### src/rtl/core/serial_message_deframer_assert.svh
// Assertion macros for the deframer modules, used by the result queue.
`ifndef SERIAL_MESSAGE_DEFRAMER_ASSERT_SVH
`define SERIAL_MESSAGE_DEFRAMER_ASSERT_SVH

// Same-cycle implication, checked out of reset.
`define SMD_ASSERT_NOW(label, ante, cons, msg) \
  label: assert property (@(posedge clk) disable iff (rst) (ante) |-> (cons)) \
    else $error(msg);

// Next-cycle implication, checked out of reset.
`define SMD_ASSERT_NEXT(label, ante, cons, msg) \
  label: assert property (@(posedge clk) disable iff (rst) (ante) |=> (cons)) \
    else $error(msg);

`endif

### src/rtl/core/smd_pkg.sv
// Types and constants of the serial message deframer.
package smd_pkg;

  localparam int BUFFER_DEPTH_DEF = 64;
  localparam int CHAR_W           = 7;
  localparam int INDEX_W          = 6;
  localparam int LENGTH_W         = 7;
  localparam int REG_INDEX_W      = 2;
  localparam int QUEUE_DEPTH      = 4;

  localparam logic [REG_INDEX_W-1:0] REG_START_FIRST  = 2'd0;
  localparam logic [REG_INDEX_W-1:0] REG_START_SECOND = 2'd1;
  localparam logic [REG_INDEX_W-1:0] REG_END_MARKER   = 2'd2;

  localparam logic [CHAR_W-1:0] START_FIRST_RST  = 7'd36;
  localparam logic [CHAR_W-1:0] START_SECOND_RST = 7'd72;
  localparam logic [CHAR_W-1:0] END_MARKER_RST   = 7'd10;

  typedef struct packed {
    logic [CHAR_W-1:0] rx_byte;
    logic              rx_error;
    logic              tx_mode;
    logic              tx_idle;
  } char_t;

  typedef struct packed {
    logic                byte_valid;
    logic [INDEX_W-1:0]  byte_index;
    logic [CHAR_W-1:0]   byte_value;
    logic                last;
    logic                msg_start;
    logic                msg_done;
    logic [LENGTH_W-1:0] msg_length;
    logic                frame_abort;
    logic                error_seen;
    logic                activity_active;
    logic                tx_finished;
  } result_t;

  typedef struct packed {
    logic                   en;
    logic [REG_INDEX_W-1:0] index;
    logic [CHAR_W-1:0]      data;
  } cfg_wr_t;

endpackage

### src/rtl/core/smd_core.sv
// Deframer state, configuration registers and per-character step logic.
module smd_core #(
  parameter int BUFFER_DEPTH = smd_pkg::BUFFER_DEPTH_DEF
) (
  input  logic            clk,
  input  logic            rst,
  input  smd_pkg::cfg_wr_t cfg,
  input  logic            fire,
  input  smd_pkg::char_t  item,
  output smd_pkg::result_t res0,
  output smd_pkg::result_t res1,
  output logic            two
);
  import smd_pkg::*;

  localparam int WP_W = $clog2(BUFFER_DEPTH + 1);

  logic [CHAR_W-1:0] start_first, start_second, end_marker;

  logic              in_message, in_message_next;
  logic [CHAR_W-1:0] previous_char, previous_char_next;
  logic [WP_W-1:0]   write_pointer, write_pointer_next;
  logic              activity_slot, activity_slot_next;
  logic              sticky_error, sticky_error_next;
  logic              abort_now;

  always_ff @(posedge clk) begin
    if (rst) begin
      start_first  <= START_FIRST_RST;
      start_second <= START_SECOND_RST;
      end_marker   <= END_MARKER_RST;
    end else if (cfg.en) begin
      unique case (cfg.index)
        REG_START_FIRST:  start_first  <= cfg.data;
        REG_START_SECOND: start_second <= cfg.data;
        REG_END_MARKER:   end_marker   <= cfg.data;
        default: ;
      endcase
    end
  end

  always_ff @(posedge clk) begin
    if (rst) begin
      in_message    <= 1'b0;
      previous_char <= '0;
      write_pointer <= '0;
      activity_slot <= 1'b1;
      sticky_error  <= 1'b0;
    end else if (fire) begin
      in_message    <= in_message_next;
      previous_char <= previous_char_next;
      write_pointer <= write_pointer_next;
      activity_slot <= activity_slot_next;
      sticky_error  <= sticky_error_next;
    end
  end

  always_comb begin
    in_message_next    = in_message;
    previous_char_next = previous_char;
    write_pointer_next = write_pointer;
    activity_slot_next = activity_slot;
    sticky_error_next  = sticky_error;
    abort_now          = 1'b0;
    two                = 1'b0;
    res0               = '0;
    res0.last          = 1'b1;

    if (item.tx_mode) begin
      // echo of own transmission: only the final one matters
      if (item.tx_idle) begin
        activity_slot_next = 1'b0;
        in_message_next    = 1'b0;
        res0.tx_finished   = 1'b1;
      end
    end else if (item.rx_error) begin
      abort_now = 1'b1;
    end else if (in_message) begin
      previous_char_next = item.rx_byte;
      if (item.rx_byte == end_marker) begin
        in_message_next = 1'b0;
        res0.msg_done   = 1'b1;
        res0.msg_length = LENGTH_W'(write_pointer);
      end else if (write_pointer < WP_W'(BUFFER_DEPTH)) begin
        res0.byte_valid    = 1'b1;
        res0.byte_index    = INDEX_W'(write_pointer);
        res0.byte_value    = item.rx_byte;
        write_pointer_next = write_pointer + WP_W'(1);
      end else begin
        abort_now = 1'b1;
      end
    end else if (previous_char == start_first && item.rx_byte == start_second) begin
      in_message_next    = 1'b1;
      write_pointer_next = WP_W'(2);
      previous_char_next = item.rx_byte;
      two                = 1'b1;
      res0.byte_valid    = 1'b1;
      res0.byte_index    = '0;
      res0.byte_value    = start_first;
      res0.last          = 1'b0;
      res0.msg_start     = 1'b1;
    end else begin
      previous_char_next = item.rx_byte;
    end

    // abort: drop the frame and the start history, set the sticky error and activity slot
    if (abort_now) begin
      sticky_error_next  = 1'b1;
      previous_char_next = '0;
      activity_slot_next = 1'b1;
      write_pointer_next = '0;
      in_message_next    = 1'b0;
      res0.frame_abort   = 1'b1;
    end

    res0.error_seen      = sticky_error_next;
    res0.activity_active = activity_slot_next;

    res1            = res0;
    res1.byte_index = INDEX_W'(1);
    res1.byte_value = start_second;
    res1.last       = 1'b1;
  end

endmodule

### src/rtl/core/smd_out_queue.sv
// Small result queue taking up to two words a cycle and releasing one while res_stall is low.
module smd_out_queue (
  input  logic             clk,
  input  logic             rst,
  input  logic [1:0]       push_n,
  input  smd_pkg::result_t wdata0,
  input  smd_pkg::result_t wdata1,
  output logic             room2,
  output logic             res_valid,
  input  logic             res_stall,
  output smd_pkg::result_t res
);
  import smd_pkg::*;

  `include "serial_message_deframer_assert.svh"

  localparam int PTR_W = $clog2(QUEUE_DEPTH);
  localparam int CNT_W = $clog2(QUEUE_DEPTH + 1);

  result_t          mem [QUEUE_DEPTH];
  logic [PTR_W-1:0] head, tail;
  logic [CNT_W-1:0] count, count_next;
  logic             pop;

  assign res_valid  = (count != '0);
  assign res        = mem[head];
  assign pop        = res_valid && !res_stall;
  assign room2      = (count <= CNT_W'(QUEUE_DEPTH - 2));
  assign count_next = count + CNT_W'(push_n) - CNT_W'(pop);

  always_ff @(posedge clk) begin
    if (rst) begin
      head  <= '0;
      tail  <= '0;
      count <= '0;
    end else begin
      head  <= head + PTR_W'(pop);
      tail  <= tail + PTR_W'(push_n);
      count <= count_next;
    end
  end

  always_ff @(posedge clk) begin
    if (push_n != 2'd0) begin
      mem[tail] <= wdata0;
    end
    if (push_n == 2'd2) begin
      mem[tail + PTR_W'(1)] <= wdata1;
    end
  end

  `SMD_ASSERT_NOW(a_pair_fits, push_n == 2'd2, count <= CNT_W'(QUEUE_DEPTH - 2), "pair pushed without room")
  `SMD_ASSERT_NOW(a_no_single_overflow, push_n == 2'd1, count < CNT_W'(QUEUE_DEPTH), "word pushed into full queue")
  `SMD_ASSERT_NEXT(a_drain, pop && push_n == 2'd0, count == $past(count) - CNT_W'(1), "pop did not drain a word")

endmodule

### src/rtl/core/serial_message_deframer.sv
// Serial message deframer: finds start pair, numbers message characters, flags errors.
//
// Use: each received character enters on the char channel (char_valid/char_stall)
// with its line error flag and the two flags of the local transmitter. Result
// words leave on the res channel (res_valid/res_stall); res.last marks the final
// word of a character. A detected start pair gives two words (buffer indexes 0
// and 1), every other character gives one.
// Path: a taken character is held in the input register, processed from there
// by the core, written into the result queue and offered from the queue.
// Throughput: one character per cycle while the queue has room for two words;
// start pair words leave by the single read port of the four-word result queue.
// The input register advances only while the queue has room for two words, so a
// stalled receiver fills the queue and then raises char_stall; nothing is lost.
// Reset (rst, synchronous) empties both stages, closes any message, clears the
// start history and sticky error, sets the activity slot and restores the start
// pair and end marker registers. Registers are written through wr_en, wr_index
// and wr_data by the user, only while the block is idle; the block does not check it.
module serial_message_deframer #(
  parameter int BUFFER_DEPTH = smd_pkg::BUFFER_DEPTH_DEF
) (
  input  logic                                clk,
  input  logic                                rst,
  input  logic                                wr_en,
  input  logic [smd_pkg::REG_INDEX_W-1:0]     wr_index,
  input  logic [smd_pkg::CHAR_W-1:0]          wr_data,
  input  logic                                char_valid,
  output logic                                char_stall,
  input  smd_pkg::char_t                      char_word,
  output logic                                res_valid,
  input  logic                                res_stall,
  output smd_pkg::result_t                    res
);
  import smd_pkg::*;

  char_t      in_q;
  logic       in_vld;
  logic       advance;
  logic       room2;
  logic       two;
  logic [1:0] push_n;
  result_t    res0, res1;
  cfg_wr_t    cfg;

  assign cfg.en    = wr_en;
  assign cfg.index = wr_index;
  assign cfg.data  = wr_data;

  // hold the input word until the queue can take both possible results
  assign advance    = in_vld && room2;
  assign char_stall = in_vld && !room2;

  always_ff @(posedge clk) begin
    if (rst) begin
      in_vld <= 1'b0;
    end else if (char_valid && !char_stall) begin
      in_vld <= 1'b1;
    end else if (advance) begin
      in_vld <= 1'b0;
    end
  end

  always_ff @(posedge clk) begin
    if (char_valid && !char_stall) begin
      in_q <= char_word;
    end
  end

  assign push_n = advance ? (two ? 2'd2 : 2'd1) : 2'd0;

  smd_core #(
    .BUFFER_DEPTH(BUFFER_DEPTH)
  ) u_core (
    .clk  (clk),
    .rst  (rst),
    .cfg  (cfg),
    .fire (advance),
    .item (in_q),
    .res0 (res0),
    .res1 (res1),
    .two  (two)
  );

  smd_out_queue u_queue (
    .clk       (clk),
    .rst       (rst),
    .push_n    (push_n),
    .wdata0    (res0),
    .wdata1    (res1),
    .room2     (room2),
    .res_valid (res_valid),
    .res_stall (res_stall),
    .res       (res)
  );

endmodule
### config.mk
export PLATFORM = sky130hd
export DESIGN_NAME = serial_message_deframer
export DESIGN_NICKNAME = d
export VERILOG_FILES = /design/src/rtl/core/smd_pkg.sv /design/src/rtl/core/smd_core.sv /design/src/rtl/core/smd_out_queue.sv /design/src/rtl/core/serial_message_deframer.sv
export VERILOG_INCLUDE_DIRS = /design/src /design/src/rtl/core
export SDC_FILE = /design/constraint.sdc
export NUM_CORES = 1
export LEC_CHECK = 0
export BUFFER_PORTS_ARGS = -buffer_cell sky130_fd_sc_hd__buf_2
export CORE_MARGIN = 3
export CORE_UTILIZATION = 60
export CTS_BUF_LIST = sky130_fd_sc_hd__clkbuf_8 sky130_fd_sc_hd__clkbuf_16
export DETAILED_ROUTE_END_ITERATION = 8
export PLACE_DENSITY = 0.79
export SLEW_MARGIN = 20
export SYNTH_ARGS = -nofsm -noshare
export SYNTH_HDL_FRONTEND = slang
export SYNTH_SLANG_ARGS = --single-unit
### constraint.sdc
create_clock -name clk -period 3.49 [get_ports clk]
set_clock_uncertainty 0.2 [all_clocks]
set_input_delay 0.1745 -clock clk [delete_from_list [all_inputs] [get_ports clk]]
set_output_delay 0.1745 -clock clk [all_outputs]
set_load 0.02 [all_outputs]
* Word level (Yosys, flattened, before mapping)
Memory sizes are Yosys's and may differ from the RTL's. A register that Yosys moved wholly into a read port is not among the register bits. Cells that the tools add are included.
Word-level totals: register bits after elaboration 56, bits in writable memories 112, bits of input ports 24, output and inout port bits 30, logic and storage cells 106, memories 1
Memory list:
- u_queue.mem | depth 4, bits a word 28, rd ports 1, clocked after Yosys merged registers in 1, write ports 2, line smd_out_queue.sv:20 | result_t mem [QUEUE_DEPTH];
Operators by class: add/sub/neg operators 6, $lt $le $gt $ge 2, equality and inequality tests 12, muxes and demuxes 50, reduce and logical (&&, ||, !) cells 19
Operators by type and width (number):
- two-way mux 7 bit | 10
- two-way mux 24 bit | 2
- two-way mux 14 bit | 3
- two-way mux 1 bit | 28
- equality test 7 bit | 3
- two-way mux 16 bit | 1
- two-way mux 8 bit | 2
- two-way mux 2 bit | 4
- adder 7 x 1 -> 7 bit (second input constant) | 1
- less-than comparator 7 bit (second input constant) | 1
- inequality test 3 x 2 -> 1 bit (second input constant) | 2
- inequality test 3 bit (second input constant) | 2
- AND reduction 2 bit | 3
- AND reduction 3 bit | 2
- AND reduction 6 bit | 1
- nonzero test 3 bit | 2
- logical AND 1 bit | 5
- equality test 2 bit (second input constant) | 2
- inequality test 2 x 1 -> 1 bit (second input constant) | 2
- nonzero test 2 bit | 2
- adder 3 x 2 -> 3 bit | 1
- <= comparator 3 x 2 -> 1 bit (second input constant) | 1
- zero test 1 bit | 3
- subtractor 3 x 1 -> 3 bit | 1
- 5 further kinds | 5

* Longest topological paths before layout
Gate-level depths: netlist of the first run.
word-level depth 11, mapped depth 10, gate-level depth less buffers 10

* By module
A second synthesis of the first run with hierarchy kept.
Second synthesis, totals: cell total of the unflattened synthesis 584, area total of the unflattened synthesis 8390.5 um^2
Modules (own cells, without submodules):
- smd_out_queue | times used 1, cells an instance 320, area an instance 5801.8 um^2
- smd_core | times used 1, cells an instance 247, area an instance 2208.4 um^2
- serial_message_deframer | times used 1, cells an instance 17, area an instance 380.4 um^2

* Worst setup path before layout of the first run
OpenSTA, ideal clock, no wires.
kind register to register, start reg in_q[6] (netlist bit), end reg u_queue.count[2], arrival time 2.551 ns, path slack 0.612 ns, stages on the path, launching flop included 11, path buffers 0, cell sequence edfxtp_1 xor2_1 nor4_2 nand4_2 nor2_1 nand2_1 ha_1 fa_1 xnor2_1 xnor2_1 nor2_1
On the way: longest elaborated chain between the ends 10
RTL lines:
- start: declaration | line serial_message_deframer.sv:35 | char_t in_q;
- start signal: assignment | line serial_message_deframer.sv:64 | in_q <= char_word;
- equality test 7 bit | line smd_core.sv:92 | end else if (previous_char == start_first && item.rx_byte == start_second) begin
- logical AND 1 bit | line smd_core.sv:92
- two-way mux 1 bit | line smd_core.sv:92
- two-way mux 1 bit | line smd_core.sv:78 | end else if (in_message) begin
- two-way mux 1 bit | line smd_core.sv:76 | end else if (item.rx_error) begin
- two-way mux 1 bit | line smd_core.sv:69 | if (item.tx_mode) begin
- two-way mux 2 bit (2 in series) | line serial_message_deframer.sv:68 | assign push_n = advance ? (two ? 2'd2 : 2'd1) : 2'd0;
- adder 3 x 2 -> 3 bit | line smd_out_queue.sv:29 | assign count_next = count + CNT_W'(push_n) - CNT_W'(pop);
- subtractor 3 x 1 -> 3 bit | line smd_out_queue.sv:29
- end signal: assignment | line smd_out_queue.sv:39 | count <= count_next;
- end: declaration | line smd_out_queue.sv:22 | logic [CNT_W-1:0] count, count_next;
Every way passes these cells. A chain may end at the register's enable or synchronous reset.

* Worst setup path after layout of the first run
Ends and elaborated chain as after synthesis.

==> results of run 1 <==
==> worst max-delay path by stage <==
stage                                  from                          end  slack, ns  cells past startpoint
after floorplan           in_q[6]$_DFFE_PP_  u_queue.count[2]$_SDFF_PP0_       0.61                     10
after global placement    in_q[6]$_DFFE_PP_  u_queue.count[2]$_SDFF_PP0_       0.45                     10
after detailed placement  in_q[6]$_DFFE_PP_  u_queue.count[2]$_SDFF_PP0_       0.43                     10
after CTS                 in_q[6]$_DFFE_PP_  u_queue.count[2]$_SDFF_PP0_       0.39                     10
after global routing      in_q[6]$_DFFE_PP_  u_queue.count[2]$_SDFF_PP0_       0.15                     10
final                     in_q[6]$_DFFE_PP_  u_queue.count[2]$_SDFF_PP0_       0.36                     10
==> routing by layer <==
metal / up-vias / GRT usage (%) / part of all wire (%)
li1: 2448 / - / -
met1: 2674 / 36.7 / 43
met2: 260 / 42.8 / 49
met3: 18 / 6.30 / 7.8
met4: 0 / 7.40 / 1.1
met5: - / 0 / 0
==> state kept, by name, summed over array words and instances, names as in the netlist <==
register,cells
u_queue.mem,112
in_q,10
u_core.end_marker,7
u_core.previous_char,7
u_core.start_first,7
u_core.start_second,7
u_core.write_pointer,7
u_queue.count,3
u_queue.head,2
u_queue.tail,2
in_vld,1
u_core.activity_slot,1
u_core.in_message,1
u_core.sticky_error,1
==> repair_timing <==
| item | 4_1_cts | 5_1_grt |
|---|---|---|
| hold endpoints to repair | 32 | 0 |
| resized for setup | 0 | 0 |
| hold buffers | 18 | 0 |
==> layout make-up <==
cell class	count	area, µm²	share of cell area [%]
clock buffers	20	478	5.45
flip-flops and latches	168	4310	49.1
multi-input cells	388	2980	34.0
inverters	16	60.1	0.685
well taps	168	210	2.40
clock inverters	12	88.8	1.01
repair buffers	94	643	7.33
==> worst max-delay path, stage by stage, from the launching register on <==
cell and delay (ns):
edfxtp_1 0.50, xor2_1 0.20, nor4_2 0.37, nand4_2 0.28, nor2_1 0.21, nand2_1 0.09, ha_1 0.30, fa_1 0.44
xnor2_1 0.18, xnor2_1 0.14, nor2_1 0.06
==> layout by cell type (no fill, tap or decap), drive strengths merged, types with 5 or more instances in the layout <==
cell type / count
a211o: 6
a21oi: 19
a22o: 24
a22oi: 22
a32o: 7
and2: 18
buf: 76
clkbuf: 20
dfxtp: 74
dlygate4sd3: 18
edfxtp: 94
inv: 23
mux2i: 14
mux4: 28
nand2: 25
nand2b: 5
nand3: 15
nor2: 73
nor2b: 7
nor3: 25
o21ai: 11
o2bb2ai: 7
o32ai: 5
or3: 9
xnor2: 11
xor2: 15
==> cells by family after synthesis <==
logic type               after synthesis  share of synthesized area (%)
adder cells (fa/ha/maj)                5                          0.934
XOR/XNOR                              26                           3.04
AO/OA/AOI/OAI                        120                           12.2
flip-flops                           168                           57.4
AND/OR/NAND/NOR                      195                           13.2
multiplexers                          42                           10.3
buffers and inverters                 53                           2.90
==> through the flow <==
stage	instance area [µm²]	setup WS (ns)	util, %	hold slack, ns
after global routing	8770	0.150	72.4	0.124
final	8770	0.365	72.4	0.0803
after floorplan	7500	0.612	-	0.0734
after CTS	8770	0.389	72.4	0.0811
after global placement	8020	0.452	66.2	0.152
after detailed placement	8020	0.428	66.2	0.153
==> power by group through the flow <==
stage               Clock [mW]  Combinational, mW  Sequential, mW
floorplan                    0              0.757            2.30
global placement             0              0.973            2.37
detailed placement           0              0.982            2.39
CTS                       1.79               1.00            2.34
global route              1.87               1.08            2.37
finish                    1.78              0.995            2.34
==> metrics.md, run 1 <==
| Metric | Value |
|---|---|
| Post-synth top cells | 94 x edfxtp_1, 74 x dfxtp_1, 72 x nor2_1 |
| Largest net degree at the start of global routing | 52 |
| Die ar. | 13900 µm² |
| Peak supply drop | between 0.0004 and 0.0005 V |
| Fin crit share | about nine tenths |
| Hold depth | 4 |
| Hold WC Path Type | in2reg |
| CP endpoint kind | flop |
| Worst slew pin tran | 0.978 ns |
| Cell taking the most area after synthesis | edfxtp_1 |
| Sequential fraction of the synthesis area | between 50% and 60% |
| Worst R2R Setup Slack | 0.36 ns |
| Reg power frac | a little under half |
| Yosys cell types | just under 60 |
| Gr ovfl total | 0 |
| Via Count | 5400 |
| Max-cap viol count | 0 |
| Placed Cells | around 800 |
| CP required | roughly 3.6 ns |
| Non-Filler Instances | between 800 and 900 |
| R2R Path End | u_queue.count[2]$_SDFF_PP0_ |
| CTS tree | yes |
| CP arrival | approximately 3.2 ns |
| Clk buf depth | 2 |
| Clock Sinks | 168 |
| Initial antenna violation count | 0 |
| Hold Vio Cnt, Final | 0 |
| Synth async-reset ratio | 0% |
| Pint | around 3.7 mW |
| WS Path Type | reg2reg |
| Max frequency | around 0.32 GHz |
| Combinational power share | between 15 and 20% |
| Estimated wirelength of the detail-placed design | between 10 and 15 mm |
| Final nets | just over 700 |
| Area grow syn2layout | 16.9% |
| Std cell rows | 40 |
| Final ANT Viol Nets | 0 |
| Switching share of power | ~27% |
| Clk network pwr share | about a third |
| Crit-path max FO | 6 |
| Routed wire length | between 15 and 20 mm |
| IO Port Bufs | 53 |
| Share of layout cells above drive strength 1 | roughly a fifth |
| R2R Path Start | in_q[6]$_DFFE_PP_ |
| DRC viols | 0 |
| Final setup violation count | 0 |
| Total track usage | between 20% and 30% |
| Overall power | approximately 5 mW |
| Net Sw Power | about 1.4 mW |
| Synth top area cells | edfxtp_1 38%, dfxtp_1 20%, mux4_2 8.4% |
| RSZ-0062 raised after global routing | false |
| Synth Warn # | 0 |
| Die height | ~120 µm |
| Clock-pin slew on the worst setup and hold paths | around 0.06 ns |
| GP Congestion | between 0.8 and 0.9 |
| Die W | between 100 and 150 µm |
| Yosys reg bits | approximately 170 |
| Root buffer cell | clkbuf_16 |
| Worst Hold Launch | res_stall |
| Setup tns final | 0 ns |
| Post-CTS setup buffer count | 0 |
| Hold EP | u_queue.head[0]$_SDFF_PP0_ |
| Max-slew headroom | between 30% and 40% |
| Clk_lat worst skew | 0.43 ns |
| Primary FF master, synth | edfxtp_1 |
| Status | finished clean |
| Leakage power | 3.12 nW |
| N_diodes | 0 |
| Top cell type's share of synthesized area | a little under two fifths |
| Drt first pass iters | 5 |
| Mapped Nets | about 640 |
| Io pins | 54 |
| Synthesized area | 7500 µm² |
| Total CTS buffers | 17 |
| Initial Util | 61.9% |
| Wire length per cell | slightly above 20 µm |
| Final Max Slew Viols | 0 |
| Syn Inst Count | 609 |
| Startpoint types | flop |
| Post-synth EDFFs | 94 |
| Starting DRT DRC Count | slightly below 600 |
| Count leader, synth | edfxtp_1 |
| Reg2reg path depth | 10 |
| Layout fillers | ~840 |
| Synthesized area per cell | between 10 and 15 µm² |
| Core area | ~12000 µm² |
| Post-layout minimum cycle time | approximately 3.1 ns |
| Pwr/cell area | about 580 nW/µm² |
| Global-route wire length before repair | between 20 and 30 mm |
| Via density | roughly 6.2 |
| Vias in the first global route | between 5000 and 6000 |
| H-tree depth | 4 |
(Power assumes the default switching activity.)
==> run 2: changes to the inputs <==
--- a/config.mk
+++ b/config.mk
@@ -6,12 +6,13 @@
 export SDC_FILE = /design/constraint.sdc
 export NUM_CORES = 1
 export LEC_CHECK = 0
+export ABC_AREA = 1
 export BUFFER_PORTS_ARGS = -buffer_cell sky130_fd_sc_hd__buf_2
 export CORE_MARGIN = 3
 export CORE_UTILIZATION = 60
 export CTS_BUF_LIST = sky130_fd_sc_hd__clkbuf_8 sky130_fd_sc_hd__clkbuf_16
 export DETAILED_ROUTE_END_ITERATION = 8
-export PLACE_DENSITY = 0.79
+export PLACE_DENSITY_LB_ADDON = 0.08
 export SLEW_MARGIN = 20
 export SYNTH_ARGS = -nofsm -noshare
 export SYNTH_HDL_FRONTEND = slang
==> metrics.md, run 2 <==
| Metric | Value |
|---|---|
| Status | finished clean |
| Via Count | 6575 (+22%) |
| Wire length per cell | 17.0 µm (-18%) |
| Vias in the first global route | 6291 (+19%) |
| Drt first pass iters | 5 (unchanged) |
| Total track usage | 28.3% (+1.6 points) |
| Synth Warn # | 0 (unchanged) |
| Max-slew headroom | 35.8% (+1.1 points) |
| RSZ-0062 raised after global routing | false |
| DRC viols | 0 (unchanged) |
| Cell taking the most area after synthesis | edfxtp_1 |
| WS Path Type | reg2reg |
| Routed wire length | 19.6 mm (+9.7%) |
| Setup tns final | 0 ns (unchanged) |
| Estimated wirelength of the detail-placed design | 12.9 mm (+6.4%) |
| CP arrival | 2.56 ns (-0.64 ns) |
| Crit path launch | in_q[6]$_DFFE_PP_ |
| Std cell rows | 40 (unchanged) |
| Die ar. | 14200 µm² (+2.7%) |
| CP max-delay cell | inv_1 |
| Largest register FFs | 112 (unchanged) |
| Sequential fraction of the synthesis area | 55.8% (-1.6 points) |
| Worst Hold Launch | wr_index[0] |
| Post-CTS setup buffer count | 0 (unchanged) |
| Root buffer cell | clkbuf_16 |
| N_diodes | 0 (unchanged) |
| Commonest cells after routing, fill and taps aside | 161 x nand2_1, 148 x nor2_1, 94 x o21ai_0, 94 x edfxtp_1, 76 x inv_1 |
| Worst-path cell chain | nand2_1 > nand2_1 > nor2_1 > nand2_1 > nor2_1 > nand2_2 > clkinv_4 > nand3_4 > nand2_2 > nand2_2 > inv_1 |
| Synthesized area | 7710 µm² (+2.8%) |
| Crit path to | u_queue.mem[1][1]$_DFFE_PP_ |
| R2R Path End | u_queue.mem[1][1]$_DFFE_PP_ |
| H-tree depth | 4 (unchanged) |
| Final Util | 73.1% (+0.71 points) |
| Clock Sinks | 168 (unchanged) |
| Gr ovfl total | 0 (unchanged) |
| Peak supply drop | 0.000397 V (-4.5%) |
| Core area | 12300 µm² (+1.2%) |
| Worst slew pin tran | 0.962 ns (-0.0158 ns) |
| Worst R2R Setup Slack | 0.78 ns (+0.42 ns) |
| Synthesized area per cell | 8.57 µm² (-30%) |
| Final setup violation count | 0 (unchanged) |
| Largest net degree at the start of global routing | 58 (+12%) |
| Count leader, synth | nand2_1 |
| Biggest register | u_queue.mem |
| Post-route cell area | 8960 µm² (+2.2%) |
| Leakage power | 3.54 nW (+14%) |
| R2R Path Start | in_q[6]$_DFFE_PP_ |
| Synth top area cells | edfxtp_1 37%, dfxtp_1 19%, nand2_1 7.8% |
| Initial Util | 62.9% (+0.97 points) |
| Via density | 5.71 (-8.5%) |
| Max frequency | 0.369 GHz (+15%) |
| Primary FF master, synth | edfxtp_1 |
| Post-synth top cells | 161 x nand2_1, 148 x nor2_1, 94 x edfxtp_1, 94 x o21ai_0, 75 x inv_1 |
| Reg2reg path depth | 11 (+1) |
| Final ANT Viol Nets | 0 (unchanged) |
| Io pins | 54 (unchanged) |
| Clk_lat worst skew | 0.43 ns (about the same) |
| Yosys cell types | 36 (-38%) |
| CTS tree | yes |
| Area grow syn2layout | 16.2% |
| Post-synth EDFFs | 94 (unchanged) |
| Startpoint types | flop |
| Syn Inst Count | 900 (+48%) |
| Layout fillers | 913 (+8.2%) |
| Area after DPL | 8080 µm² (+0.78%) |
| Initial antenna violation count | 0 (unchanged) |
| CP required | 3.34 ns (-0.23 ns) |
| Mapped Nets | 929 (+46%) |
| Share of layout cells above drive strength 1 | 14.7% (-6.2 points) |
| Final nets | 1000 (+40%) |
| IO Port Bufs | 53 (unchanged) |
| Yosys reg bits | 168 (unchanged) |
| Final Max Slew Viols | 0 (unchanged) |
| Stages on worst setup path | 11 (+1) |
| Post-layout minimum cycle time | 2.71 ns (-0.416 ns) |
| Starting DRT DRC Count | 813 (+37%) |
| Hold WC Path Type | in2reg |
| Max-cap viol count | 0 (unchanged) |
| Top cell type's share of synthesized area | 36.6% (-1.0 points) |
| Global-route wire length before repair | 31.7 mm (+9.9%) |
| Clk buf depth | 2 (unchanged) |
| Pwr/cell area | 651 nW/µm² (+12%) |
| Fin crit share | 77.6% (-12 points) |
| Max incr delay on CP | 0.72 ns (+0.22 ns) |
| Commonest non-fill, non-tap cell in the layout | nand2_1 |
| Die height | 119 µm (+1.3%) |
| Die W | 119 µm (+1.3%) |
| Worst path bufs/invs | 2 (+2) |
| Synth async-reset ratio | 0% (unchanged) |
| Clock-pin slew on the worst setup and hold paths | 0.07 ns (about the same) |
| Cell class contributing the biggest share of worst-path delay | simple AND/OR/NAND/NOR gates |
| Crit-path max FO | 22 (+16) |
| CP endpoint kind | flop |
| Resize count post-CTS | 0 (unchanged) |
| Hold Vio Cnt, Final | 0 (unchanged) |
| Total CTS buffers | 17 (unchanged) |
| Top flop regs | u_queue.mem (112), in_q (10) |
| GP Congestion | 0.895 (+2.9%) |
[run 2: changes by cell type after synthesis, sizes merged, moves of 22 or more]
| cell | previous run | this run |
|---|---|---|
| inv | 16 | 98 |
| o22ai | 0 | 35 |
| a21oi | 19 | 55 |
| mux4 | 28 | 0 |
| o21ai | 11 | 123 |
| a22oi | 22 | 0 |
| a22o | 24 | 0 |
| nor2 | 73 | 154 |
| nand2 | 25 | 175 |
[run 2: cells by family (layout without fill, tap and decap cells)]
| kind of cell | count (synthesis) | after routing | share of synthesized area [%] |
|---|---|---|---|
| compound gates | 223 | 223 | 15.6 |
| xor+xnor | 6 | 6 | 0.681 |
| fa+ha+maj | 5 | 5 | 0.909 |
| buf+inv | 138 | 222 | 7.37 |
| flops | 168 | 168 | 55.8 |
| simple gates | 360 | 360 | 19.6 |
[run 2: how the worst min path moves through the flow]
stage	to	cells after the start
3_3_place_gp	in_q[2]$_DFFE_PP_	1
2_1_floorplan	in_q[0]$_DFFE_PP_	0
3_5_place_dp	in_q[5]$_DFFE_PP_	1
4_1_cts	u_core.end_marker[1]$_SDFFE_PP1P_	4
6_report	u_core.end_marker[1]$_SDFFE_PP1P_	4
5_1_grt	u_core.end_marker[1]$_SDFFE_PP1P_	4
[run 2: worst min-delay path, stage by stage]
cell,delay [ns]
buf_2,0.11
nor3_1,0.13
nand2_1,0.09
o211ai_1,0.08
[run 2: layer usage]
layer | track usage [%] | wire length [µm]
met2 | 47.1 | 9550
met4 | 9.59 | 460
met3 | 4.46 | 1370
met1 | 37.9 | 8200
met5 | 0 | 0
[run 2: what timing repair did]
item	in CTS	in global routing
hold buffers	26	0
hold endpoints to repair	45	0
setup endpoints to repair	0	0
[run 2: per-stage QoR]
stage / hold slack (ns) / worst slack (ns) / std cells / power (mW)
floorplan: 0.0734 / 1.17 / 900 / 3.41
global placement: 0.152 / 0.786 / 1094 / 3.82
detailed placement: 0.153 / 0.778 / 1094 / 3.87
CTS: 0.00739 / 0.748 / 1152 / 5.82
global route: 0.0337 / 0.524 / 1152 / 6.09
finish: 0.0161 / 0.781 / 1152 / 5.83
[run 2: final cells by class]
class,instances,area [µm²],area share (%)
clock inverters,14,180,2.01
repair buffers,90,608,6.78
flip-flops and latches,168,4300,48.0
clock buffers,18,439,4.90
inverters,100,383,4.27
well taps,168,210,2.35
multi-input cells,594,2840,31.7
[run 2: power by group]
part           internal [mW]  switching, mW
sequential              2.28          0.102
clock                   1.21          0.760
combinational          0.467           1.01
==> run 3: changes to the inputs <==
--- a/config.mk
+++ b/config.mk
@@ -6,7 +6,7 @@
 export SDC_FILE = /design/constraint.sdc
 export NUM_CORES = 1
 export LEC_CHECK = 0
-export ABC_AREA = 1
+export ABC_AREA = 0
 export BUFFER_PORTS_ARGS = -buffer_cell sky130_fd_sc_hd__buf_2
 export CORE_MARGIN = 3
 export CORE_UTILIZATION = 60
==> constraint.sdc (replaced) <==
create_clock -name clk -period 2.7 [get_ports clk]
set_clock_uncertainty 0.2 [all_clocks]
set_input_delay 0.135 -clock clk [delete_from_list [all_inputs] [get_ports clk]]
set_output_delay 0.135 -clock clk [all_outputs]
set_load 0.02 [all_outputs]
==> metrics.md, run 3 (same netlist as run 1, synthesis figures left out) <==
| Metric | Value |
|---|---|
| Status | finished clean |
| Crit-path max FO | 2 (-91%) |
| Std cell rows | 40 (unchanged) |
| Routed wire length | 18.4 mm (-6.3%) |
| CP arrival | 2.72 ns (+0.16 ns) |
| Pint | 4.87 mW (+23%) |
| Reg2reg path depth | 10 (-1) |
| RSZ-0062 raised after global routing | true |
| Max frequency | 0.383 GHz (+3.8%) |
| Largest net degree at the start of global routing | 32 (-45%) |
| Peak supply drop | 0.00108 V (+170%) |
| Fin crit share | 96.6% (+19 points) |
| Commonest cells after routing, fill and taps aside | 94 x edfxtp_1, 72 x dfxtp_1, 71 x nor2_1 |
| DRC viols | 0 (unchanged) |
| Pwr/cell area | 740 nW/µm² (+14%) |
| Crit path launch | in_q[6]$_DFFE_PP_ |
| Combinational power share | 21.8% (-3.5 points) |
| Clk buf depth | 2 (unchanged) |
| Clk network pwr share | 34.3% (+0.6 points) |
| Clock-pin slew on the worst setup and hold paths | 0.07 ns (about the same) |
| Initial Util | 61.9% (-0.97 points) |
| CP required | 2.81 ns (-0.53 ns) |
| Placed Cells | 850 (-22%) |
| Root buffer cell | clkbuf_16 |
| Total CTS buffers | 17 (unchanged) |
| Hold depth | 5 (+1) |
| Commonest non-fill, non-tap cell in the layout | edfxtp_1 |
| R2R Path Start | in_q[6]$_DFFE_PP_ |
| Overall power | 6.76 mW (+16%) |
| Via Count | 5549 (-16%) |
| Final Util | 75.4% (+2.3 points) |
| Initial antenna violation count | 0 (unchanged) |
| CP endpoint kind | flop |
| Die height | 118 µm (-1.3%) |
| Final nets | 754 (-25%) |
| Dpl ws | 0.00799 ns (-0.770 ns) |
| Worst slew pin tran | 0.777 ns (-0.184 ns) |
| Estimated wirelength of the detail-placed design | 12.7 mm (-2.1%) |
| Die W | 118 µm (-1.3%) |
| IO Port Bufs | 53 (unchanged) |
| Die ar. | 13900 µm² (-2.6%) |
| Clk_lat worst skew | 0.43 ns (about the same) |
| Top flop regs | u_queue.mem (112), in_q (10) |
| Via density | 6.12 (+7.3%) |
| Worst Hold Launch | wr_index[0] |
| Most Crowded Layer GR | met2 |
| Starting DRT DRC Count | 629 (-23%) |
| Wire length per cell | 20.3 µm (+19%) |
| GP Congestion | 0.881 (-1.6%) |
| H-tree depth | 4 (unchanged) |
| CTS tree | yes |
| Max-cap viol count | 0 (unchanged) |
| Met1 usage | 39.5% (+1.6 points) |
| Global-route wire length before repair | 29.7 mm (-6.4%) |
| Layout fillers | 816 (-11%) |
| Startpoint types | flop |
| Post-layout minimum cycle time | 2.61 ns (-0.100 ns) |
| Hold Vio Cnt, Final | 0 (unchanged) |
| Io pins | 54 (unchanged) |
| R2R Path End | u_queue.count[2]$_SDFF_PP0_ |
| Non-Filler Instances | 906 (-21%) |
| Clock Sinks | 168 (unchanged) |
| Net Sw Power | 1.89 mW (+0.88%) |
| Leakage power | 3.30 nW (-6.9%) |
| Multi-input logic area | 3040 µm² (+6.9%) |
| N_diodes | 0 (unchanged) |
| Met2 Use GR | 42.8% (-4.3 points) |
| Total track usage | 27.6% (-0.70 points) |
| Vias in the first global route | 5564 (-12%) |
| Hold EP | u_core.start_first[1]$_SDFFE_PP0P_ |
| Max-slew headroom | 48.1% (+12 points) |
| WS Path Type | reg2reg |
| Final ANT Viol Nets | 0 (unchanged) |
| Final setup violation count | 0 (unchanged) |
| Worst R2R Setup Slack | 0.09 ns (-0.69 ns) |
| Largest register FFs | 112 (unchanged) |
| Area grow syn2layout | 21.8% |
| Share of layout cells above drive strength 1 | 26.8% (+12 points) |
| Hold WC Path Type | in2reg |
| Gr ovfl total | 0 (unchanged) |
| Reg power frac | 43.9% (+3.0 points) |
| Drt first pass iters | 6 (+1) |
| Switching share of power | 27.9% (-4.2 points) |
| Biggest register | u_queue.mem |
| GR Util met3 | 6.05% (+1.6 points) |
| Register area | 4310 µm² (about the same) |
| Final Max Slew Viols | 0 (unchanged) |
| Core area | 12100 µm² (-1.2%) |
| Post-route setup slack | 0.0908 ns (-0.690 ns) |
run 3: cell count changes in the layout (fill, tap and decap cells not counted), sizes merged, moves of 22 or more:
| cell | change |
|---|---|
| mux4 | +28 |
| a21oi | -36 |
| buf | +51 |
| o22ai | -35 |
| a22oi | +22 |
| o21ai | -112 |
| a22o | +24 |
| nand2 | -150 |
| nor2 | -81 |
| inv | -84 |
run 3: metrics by stage:
step           hold slack [ns]  area (µm²)  setup TNS, ns
2_1_floorplan           0.0339        7520        -0.0440
3_3_place_gp             0.112        8310              0
3_5_place_dp             0.113        8310              0
4_1_cts                 0.0449        9070              0
5_1_grt                 0.0723        9130        -0.0433
6_report                0.0598        9130              0
run 3: what timing repair did:
item / CTS / global route
endpoints found under the setup margin: 1 / 23
resized for setup: 1 / 7
buffers inserted: 1 / 4
pin swaps: 2 / 7
hold endpoints to repair: 44 / 0
hold buffers: 19 / 0
run 3: critical path, cell delays in order (launching register included):
cell	delay, ns
edfxtp_1	0.42
xor2_1	0.18
nor4_2	0.36
nand4_2	0.19
nor2_4	0.14
nand2_2	0.07
ha_4	0.23
fa_2	0.37
xnor2_2	0.14
xnor2_1	0.14
nor2_1	0.05
run 3: final cells by class:
class / count / share of cell area, %
Sequential cell: 168 / 47.2
Clock buffer: 17 / 4.66
Inverter: 16 / 0.658
Clock inverter: 15 / 1.49
Multi-Input combinational cell: 388 / 33.2
Tap cell: 168 / 2.30
Timing Repair Buffer: 134 / 10.5
run 3: worst max path at each step:
stage | endpoint | cells past startpoint | slack [ns]
after floorplan | u_queue.count[2]$_SDFF_PP0_ | 10 | -0.04
after global placement | u_queue.count[2]$_SDFF_PP0_ | 10 | 0.06
after detailed placement | u_queue.count[2]$_SDFF_PP0_ | 10 | 0.008
after CTS | u_queue.count[2]$_SDFF_PP0_ | 10 | 0.0003
after global routing | u_queue.count[2]$_SDFF_PP0_ | 10 | -0.04
final | u_queue.count[2]$_SDFF_PP0_ | 10 | 0.09
run 3: power groups by stage:
stage / Sequential [mW] / Clock [mW] / Combinational, mW
floorplan: 2.98 / 0 / 1.00
global placement: 3.00 / 0 / 1.39
detailed placement: 3.02 / 0 / 1.43
CTS: 2.96 / 2.34 / 1.46
global route: 2.98 / 2.46 / 1.58
finish: 2.97 / 2.32 / 1.47
run 3: routing by layer:
metal / routed length [µm] / share of wire [%]
met5: 0 / 0
met4: 231 / 1.3
met3: 1310 / 7.1
met2: 8780 / 48
met1: 8040 / 44
